File: src/hdl/whcp_pkg.sv
// ----------------------------------------------------------------------------
// WAV header chunk parser package
// Shared constants, codes, structs and character lookups.
// ----------------------------------------------------------------------------
package whcp_pkg;

	localparam int FMT_BYTES = 16;
	localparam int FMT_IDX_W = $clog2(FMT_BYTES);
	localparam int FMT_CNT_W = $clog2(FMT_BYTES + 1);

	localparam logic [31:0] TAG_FMT  = 32'h2074_6D66;
	localparam logic [31:0] TAG_DATA = 32'h6174_6164;

	localparam int OUT_TDATA_W = 200;

	typedef enum logic [2:0] {
		PH_RIFF,
		PH_CHUNK_HDR,
		PH_BODY,
		PH_PAD,
		PH_DONE
	} phase_t;

	typedef enum logic [1:0] {
		ST_OK          = 2'd0,
		ST_INVALID     = 2'd1,
		ST_UNSUPPORTED = 2'd2
	} status_t;

	typedef struct packed {
		logic                 en;
		logic                 clr;
		logic [FMT_IDX_W-1:0] idx;
		logic [7:0]           data;
	} fmt_wr_t;

	typedef struct packed {
		logic [15:0] fmt_code;
		logic [15:0] chan_count;
		logic [31:0] samp_rate;
		logic [31:0] byte_rate;
		logic [15:0] block_align;
		logic [15:0] samp_bits;
	} fmt_fields_t;

	typedef struct packed {
		status_t     status;
		logic [31:0] payload_pos;
		logic [31:0] payload_len;
		fmt_fields_t fmt;
	} res_t;

	function automatic logic [7:0] riff_char(input logic [1:0] k);
		logic [7:0] c;
		case (k)
			2'd0: c = 8'h52;
			2'd1: c = 8'h49;
			2'd2: c = 8'h46;
			default: c = 8'h46;
		endcase
		return c;
	endfunction

	function automatic logic [7:0] wave_char(input logic [1:0] k);
		logic [7:0] c;
		case (k)
			2'd0: c = 8'h57;
			2'd1: c = 8'h41;
			2'd2: c = 8'h56;
			default: c = 8'h45;
		endcase
		return c;
	endfunction

endpackage

File: src/hdl/wav_header_chunk_parser.sv
// ----------------------------------------------------------------------------
// WAV header chunk parser
// Walks a RIFF/WAVE byte stream and reports the first data chunk and format.
// ----------------------------------------------------------------------------
// channel   dir  tdata                                   side
// s_axis    in   byte_value[7:0]                         tlast = last_byte
// m_axis    out  status..samp_bits, 194 bits used        none
//
// One byte is taken every cycle while s_axis_tready is high; the per-byte state update is the only loop.
// A result is registered in the output stage (skid entry first under stall) before it appears on m_axis.
// s_axis_tready falls only when a result is held and a second one is parked.
// Reset clears all parse state; the last byte of a file returns it to reset.
// ----------------------------------------------------------------------------
module wav_header_chunk_parser (
	input  logic         clk,
	input  logic         arst_n,
	input  logic         s_axis_tvalid,
	output logic         s_axis_tready,
	input  logic [7:0]   s_axis_tdata,   // byte_value
	input  logic         s_axis_tlast,   // last_byte
	output logic         m_axis_tvalid,
	input  logic         m_axis_tready,
	// status[1:0], payload_pos[33:2], payload_len[65:34], fmt_code[81:66],
	// chan_count[97:82], samp_rate[129:98], byte_rate[161:130],
	// block_align[177:162], samp_bits[193:178], zero fill above
	output logic [whcp_pkg::OUT_TDATA_W-1:0] m_axis_tdata
);

	logic                  take;
	logic                  res_valid;
	whcp_pkg::res_t        res;
	whcp_pkg::res_t        out_res;
	whcp_pkg::fmt_wr_t     fmt_wr;
	whcp_pkg::fmt_fields_t fmt_fields;

	assign take = s_axis_tvalid && s_axis_tready;

	whcp_fmt u_fmt (
		.clk    (clk),
		.arst_n (arst_n),
		.wr     (fmt_wr),
		.fields (fmt_fields)
	);

	whcp_core u_core (
		.clk        (clk),
		.arst_n     (arst_n),
		.take       (take),
		.byte_value (s_axis_tdata),
		.last_byte  (s_axis_tlast),
		.fmt        (fmt_fields),
		.res_valid  (res_valid),
		.res        (res),
		.fmt_wr     (fmt_wr)
	);

	whcp_skid u_skid (
		.clk        (clk),
		.arst_n     (arst_n),
		.push       (res_valid),
		.push_data  (res),
		.push_ready (s_axis_tready),
		.out_valid  (m_axis_tvalid),
		.out_ready  (m_axis_tready),
		.out_data   (out_res)
	);

	assign m_axis_tdata = {6'd0,
		out_res.fmt.samp_bits,
		out_res.fmt.block_align,
		out_res.fmt.byte_rate,
		out_res.fmt.samp_rate,
		out_res.fmt.chan_count,
		out_res.fmt.fmt_code,
		out_res.payload_len,
		out_res.payload_pos,
		out_res.status};

endmodule

File: src/hdl/whcp_fmt.sv
// ----------------------------------------------------------------------------
// Format byte store
// Captures the leading bytes of a fmt chunk body and presents its fields.
// ----------------------------------------------------------------------------
module whcp_fmt (
	input  logic                 clk,
	input  logic                 arst_n,
	input  whcp_pkg::fmt_wr_t    wr,
	output whcp_pkg::fmt_fields_t fields
);

	logic [7:0] fmt_q [whcp_pkg::FMT_BYTES];

	always_ff @(posedge clk or negedge arst_n) begin
		if (!arst_n) begin
			for (int i = 0; i < whcp_pkg::FMT_BYTES; i++) fmt_q[i] <= 8'd0;
		end else if (wr.clr) begin
			for (int i = 0; i < whcp_pkg::FMT_BYTES; i++) fmt_q[i] <= 8'd0;
		end else if (wr.en) begin
			fmt_q[wr.idx] <= wr.data;
		end
	end

	assign fields.fmt_code    = {fmt_q[1], fmt_q[0]};
	assign fields.chan_count  = {fmt_q[3], fmt_q[2]};
	assign fields.samp_rate   = {fmt_q[7], fmt_q[6], fmt_q[5], fmt_q[4]};
	assign fields.byte_rate   = {fmt_q[11], fmt_q[10], fmt_q[9], fmt_q[8]};
	assign fields.block_align = {fmt_q[13], fmt_q[12]};
	assign fields.samp_bits   = {fmt_q[15], fmt_q[14]};

endmodule

File: src/hdl/whcp_core.sv
// ----------------------------------------------------------------------------
// Header parse core
// Per-byte state update for the RIFF header and chunk walk; forms the result.
// ----------------------------------------------------------------------------
module whcp_core (
	input  logic                  clk,
	input  logic                  arst_n,
	input  logic                  take,
	input  logic [7:0]            byte_value,
	input  logic                  last_byte,
	input  whcp_pkg::fmt_fields_t fmt,
	output logic                  res_valid,
	output whcp_pkg::res_t        res,
	output whcp_pkg::fmt_wr_t     fmt_wr
);

	whcp_pkg::phase_t phase_q, phase_d;
	logic [31:0] pos_q;
	logic [3:0]  cnt_q;
	logic        mis_q;
	logic [31:0] tag_q;
	logic [31:0] len_q;
	logic [31:0] rem_q;
	logic [whcp_pkg::FMT_CNT_W-1:0] fidx_q;

	logic [31:0] pos_d;
	logic [31:0] len_full;
	logic [2:0]  k;
	logic        cur_mis;
	logic        riff_end;
	logic        hdr_end;
	logic        body_end;
	logic        is_data;
	logic        emit_riff;
	logic        emit_data;
	logic        fmt_room;
	logic        fmt_ok;

	always_comb begin
		pos_d    = pos_q + 32'd1;
		len_full = {byte_value, len_q[31:8]};
		k        = cnt_q[2:0];
		cur_mis  = ((cnt_q < 4'd4) && (byte_value != whcp_pkg::riff_char(cnt_q[1:0]))) ||
			((cnt_q >= 4'd8) && (cnt_q < 4'd12) &&
			(byte_value != whcp_pkg::wave_char(cnt_q[1:0])));
		riff_end = (cnt_q == 4'd11);
		hdr_end  = (k == 3'd7);
		body_end = (rem_q == 32'd1);
		is_data  = (tag_q == whcp_pkg::TAG_DATA);
		fmt_room = (fidx_q < whcp_pkg::FMT_CNT_W'(whcp_pkg::FMT_BYTES));
	end

	// next state
	always_comb begin
		phase_d = phase_q;
		case (phase_q)
			whcp_pkg::PH_RIFF: begin
				if (riff_end)
					phase_d = (mis_q | cur_mis) ? whcp_pkg::PH_DONE : whcp_pkg::PH_CHUNK_HDR;
			end
			whcp_pkg::PH_CHUNK_HDR: begin
				if (hdr_end) begin
					if (is_data)
						phase_d = whcp_pkg::PH_DONE;
					else if (len_full != 32'd0)
						phase_d = whcp_pkg::PH_BODY;
					else
						phase_d = whcp_pkg::PH_CHUNK_HDR;
				end
			end
			whcp_pkg::PH_BODY: begin
				if (body_end)
					phase_d = len_q[0] ? whcp_pkg::PH_PAD : whcp_pkg::PH_CHUNK_HDR;
			end
			whcp_pkg::PH_PAD: phase_d = whcp_pkg::PH_CHUNK_HDR;
			whcp_pkg::PH_DONE: phase_d = whcp_pkg::PH_DONE;
			default: phase_d = whcp_pkg::PH_RIFF;
		endcase
		if (last_byte)
			phase_d = whcp_pkg::PH_RIFF;
	end

	// outputs
	always_comb begin
		emit_riff = (phase_q == whcp_pkg::PH_RIFF) && riff_end && (mis_q | cur_mis);
		emit_data = (phase_q == whcp_pkg::PH_CHUNK_HDR) && hdr_end && is_data;
		res_valid = take && (emit_riff || emit_data ||
			(last_byte && (phase_q != whcp_pkg::PH_DONE)));
		fmt_ok    = (fmt.fmt_code == 16'd1) && (fmt.samp_bits == 16'd16) &&
			((fmt.chan_count == 16'd1) || (fmt.chan_count == 16'd2));

		res        = '0;
		res.status = whcp_pkg::ST_INVALID;
		if (emit_data && (len_full != 32'd0)) begin
			res.status      = fmt_ok ? whcp_pkg::ST_OK : whcp_pkg::ST_UNSUPPORTED;
			res.payload_pos = pos_d;
			res.payload_len = len_full;
			res.fmt         = fmt;
		end

		fmt_wr.en   = take && !last_byte && (phase_q == whcp_pkg::PH_BODY) &&
			(tag_q == whcp_pkg::TAG_FMT) && fmt_room;
		fmt_wr.clr  = take && last_byte;
		fmt_wr.idx  = fidx_q[whcp_pkg::FMT_IDX_W-1:0];
		fmt_wr.data = byte_value;
	end

	always_ff @(posedge clk or negedge arst_n) begin
		if (!arst_n) begin
			phase_q <= whcp_pkg::PH_RIFF;
		end else if (take) begin
			phase_q <= phase_d;
		end
	end

	always_ff @(posedge clk or negedge arst_n) begin
		if (!arst_n) begin
			pos_q  <= 32'd0;
			cnt_q  <= 4'd0;
			mis_q  <= 1'b0;
			tag_q  <= 32'd0;
			len_q  <= 32'd0;
			rem_q  <= 32'd0;
			fidx_q <= '0;
		end else if (take) begin
			if (last_byte) begin
				pos_q  <= 32'd0;
				cnt_q  <= 4'd0;
				mis_q  <= 1'b0;
				tag_q  <= 32'd0;
				len_q  <= 32'd0;
				rem_q  <= 32'd0;
				fidx_q <= '0;
			end else begin
				pos_q <= pos_d;
				case (phase_q)
					whcp_pkg::PH_RIFF: begin
						mis_q <= mis_q | cur_mis;
						cnt_q <= riff_end ? 4'd0 : cnt_q + 4'd1;
					end
					whcp_pkg::PH_CHUNK_HDR: begin
						if (k < 3'd4)
							tag_q <= {byte_value, tag_q[31:8]};
						else
							len_q <= len_full;
						cnt_q <= hdr_end ? 4'd0 : {1'b0, k} + 4'd1;
						if (hdr_end) begin
							rem_q  <= len_full;
							fidx_q <= '0;
						end
					end
					whcp_pkg::PH_BODY: begin
						rem_q <= rem_q - 32'd1;
						if (fmt_wr.en)
							fidx_q <= fidx_q + whcp_pkg::FMT_CNT_W'(1);
					end
					default: begin
					end
				endcase
			end
		end
	end

endmodule

File: src/hdl/whcp_skid.sv
// ----------------------------------------------------------------------------
// Result output stage
// Output register with one skid entry so requests keep flowing under stall.
// ----------------------------------------------------------------------------
module whcp_skid (
	input  logic           clk,
	input  logic           arst_n,
	input  logic           push,
	input  whcp_pkg::res_t push_data,
	output logic           push_ready,
	output logic           out_valid,
	input  logic           out_ready,
	output whcp_pkg::res_t out_data
);

	logic           out_v_q;
	logic           skid_v_q;
	whcp_pkg::res_t out_q;
	whcp_pkg::res_t skid_q;
	logic           slot_free;

	assign push_ready = !skid_v_q;
	assign out_valid  = out_v_q;
	assign out_data   = out_q;
	assign slot_free  = !out_v_q || out_ready;

	always_ff @(posedge clk or negedge arst_n) begin
		if (!arst_n) begin
			out_v_q  <= 1'b0;
			skid_v_q <= 1'b0;
		end else if (slot_free) begin
			out_v_q  <= skid_v_q | push;
			skid_v_q <= 1'b0;
		end else if (push) begin
			skid_v_q <= 1'b1;
		end
	end

	always_ff @(posedge clk) begin
		if (slot_free) begin
			out_q <= skid_v_q ? skid_q : push_data;
		end else if (push) begin
			skid_q <= push_data;
		end
	end

endmodule

File: config.mk
export PLATFORM = sky130hd
export DESIGN_NAME = wav_header_chunk_parser
export DESIGN_NICKNAME = d
export VERILOG_FILES = /design/src/hdl/whcp_pkg.sv /design/src/hdl/wav_header_chunk_parser.sv /design/src/hdl/whcp_fmt.sv /design/src/hdl/whcp_core.sv /design/src/hdl/whcp_skid.sv
export SDC_FILE = /design/constraint.sdc
export NUM_CORES = 1
export LEC_CHECK = 0
export BUFFER_PORTS_ARGS = -buffer_cell sky130_fd_sc_hd__buf_2
export CAP_MARGIN = 10
export CORE_ASPECT_RATIO = 1.4
export CORE_MARGIN = 3
export CORE_UTILIZATION = 54
export CTS_BUF_LIST = sky130_fd_sc_hd__clkbuf_16
export DETAILED_ROUTE_END_ITERATION = 8
export GPL_TIMING_DRIVEN = 0
export PLACE_DENSITY = 0.85
export SLEW_MARGIN = 30
export SYNTH_ARGS = -nofsm -noshare
export SYNTH_HDL_FRONTEND = slang
export SYNTH_SLANG_ARGS = --single-unit
File: constraint.sdc
create_clock -name clk -period 22.6 [get_ports clk]
set_input_delay 4.52 -clock clk [delete_from_list [all_inputs] [get_ports clk]]
set_output_delay 4.52 -clock clk [all_outputs]
set_load 0.1 [all_outputs]
==> run metrics <==
grt ovf 0; Worst setup EP type output port; highest-count cells in the layout ignoring fill and taps edfxtp_1, dfrtp_1, buf_2; largest net degree at the start of global routing 91; Mean Syn Cell Area 12.8 µm²; worst-path fanout max 10; Tot Pwr 2.89 mW; CTS Buffer Depth 3; DR vias/cell 5.92; hold buffer count at cts 0; fillcell total 3,887; Rows 98; vias in the first global route 19,000; n_diodes 0; synthesized flop and latch total 652; IR drop worst, VDD 0.0000818 V; top cell type's share of synthesized area 41.5%; die area 0.0548 mm²; FF+latch area 0.0183 mm²; Die Span Y 276 µm; Final Setup Violations 0; post-CTS setup buffers 0; FFs w/ async S/R, synth 40.5%; Avg WL per Cell 21.8 µm; commonest non-fill, non-tap cell in the layout edfxtp_1; Setup Crit Path Kind register to output port; P_leak 14.0 nW; 1st-pass router iterations 5; CTS clk-pin slew, worst paths 0.07 ns; RD Place Congestion 0.915; CTS tree yes; htree depth 2; Die W 199 µm; initial antenna violation count 1; clock sinks 652; unrepaired setup endpoints after global routing false; Max Freq 132 MHz; final instance area 0.0321 mm²; Placed Instance Area 0.0303 mm²; Root Driver clkbuf_16; status finished clean; Area Growth Syn to Fin 14.5%; final worst setup slack 15.01 ns; startpoint types register; WP data required 18.08 ns; DP Worst Slack 14.57 ns; Tcrit/Tclk final 33.6%; Synth cell types 73; Min-Delay Path Class register to register; Mapped Area 0.0281 mm²; clk_lat worst skew 0.63 ns; Top Ports 215; share of layout cells above drive strength 1 18.4%; total CTS buffers 58; first-pass GRT wire length 108,000 µm; Mapped Cells 2,197; Hold Slack 0.511 ns; Hold Vio Cnt, Final 0; WL final 69,700 µm; DRC violations left 0; cell taking the most area after synthesis edfxtp_1; number of max-cap violations 0; Non-Filler Instances 3,201; EDFF count, synth 388; HPWL after detailed placement 49,100 µm; Via Count 18,900; Clock Skew 0.0255 ns; Arr. time, crit path 3.07 ns; register area share after synthesis 65.1%; Tmin final 7.59 ns; Top FF cell, synth edfxtp_1; Iteration-0 DRC Markers 1,598; max-slew violations 0; area occupied by multi-input gates 0.00912 mm²; number of port buffers 208; Tot GR Track Use 25.1%; post-route antenna net violation count 0; Nets 2,529; Synth area leaders edfxtp_1, dfrtp_1, and2_1, mux2_2, mux2i_1; core outline area 0.0513 mm²; Synth warnings 0; setup_tns 0 ns; post-layout util 62.7%; placed cells 3,091; slew margin rel. 32.0%; worst slew pin tran 1.02 ns; Starting Density 54.7%; Power Dens Cells 90.1 mW/mm²; post_cts resized 0
==> synth_stat cells (all sizes together), types with 21 or more instances <==
cell	count
nor4	25
edfxtp	388
clkbuf	121
o31ai	41
nand3	42
and2	168
buf	26
a22o	45
nand2	210
mux2i	81
mux2	161
nor2	181
o21ai	120
nor3	21
xor2	24
a21oi	91
dfrtp	264
==> sequential cells by signal (all words and copies together) (netlist names), 3 cells and up <==
signal           flops
u_core.pos_q        32
u_skid.out_data    194
u_core.cnt_q         4
u_fmt.fields       128
u_core.rem_q        32
u_core.tag_q        32
u_skid.skid_q      194
u_core.len_q        25
u_core.phase_q       3
u_core.fidx_q        5
==> layout make-up <==
class                      count  share of cell area (%)
buffer                       147                    2.03
clock buffer                  60                    4.67
clock inverter                50                   0.900
inverter                      16                   0.187
multi-input combinational   1387                    28.4
sequential                   652                    56.8
tap                          650                    2.53
timing repair buffer         239                    4.43
==> layer usage <==
metal / up-vias / share of wire [%] / GRT usage (%)
met5: - / 0.019 / 0
met3: 194 / 5.6 / 3.70
met2: 761 / 51 / 43.7
met1: 9465 / 39 / 31.1
met4: 2 / 4.9 / 11.5
li1: 8513 / - / -
==> worst paths after layout <==
check                                  from           endpoint  slack (ns)  depth (start not counted)
max                         u_skid.skid_v_q      s_axis_tready       15.01                          4
min                        u_core.rem_q[19]   u_core.rem_q[19]        0.51                          2
max in group asynchronous            arst_n   u_fmt.fields[79]       17.77                          3
min in group asynchronous            arst_n   u_core.pos_q[26]        3.73                          1
min reg2reg                u_core.rem_q[19]   u_core.rem_q[19]        0.51                          2
max reg2reg                 u_core.tag_q[3]  u_skid.skid_q[79]       18.60                         12
==> logic make-up after synthesis <==
| family | after synthesis | share of synthesized area, % |
|---|---|---|
| simple gates | 746 | 13.6 |
| flops | 652 | 65.1 |
| compound gates | 343 | 7.64 |
| mux | 242 | 9.35 |
| buf+inv | 163 | 2.54 |
| xor+xnor | 35 | 1.09 |
| fa+ha+maj | 15 | 0.669 |
| other cells | 1 | 0.0134 |
==> critical path, stage by stage, from the launching register on <==
cell      delay, ns
dfrtp_1        0.39
inv_1          0.12
clkbuf_1       0.70
clkbuf_1       0.68
buf_2          0.56
==> report_power, final <==
part / total (mW) / switching [mW] / internal, mW
logic: 0.579 / 0.501 / 0.0782
clock network: 0.941 / 0.438 / 0.504
registers: 1.37 / 0.0312 / 1.34
Power figures use the tool's default switching activity.
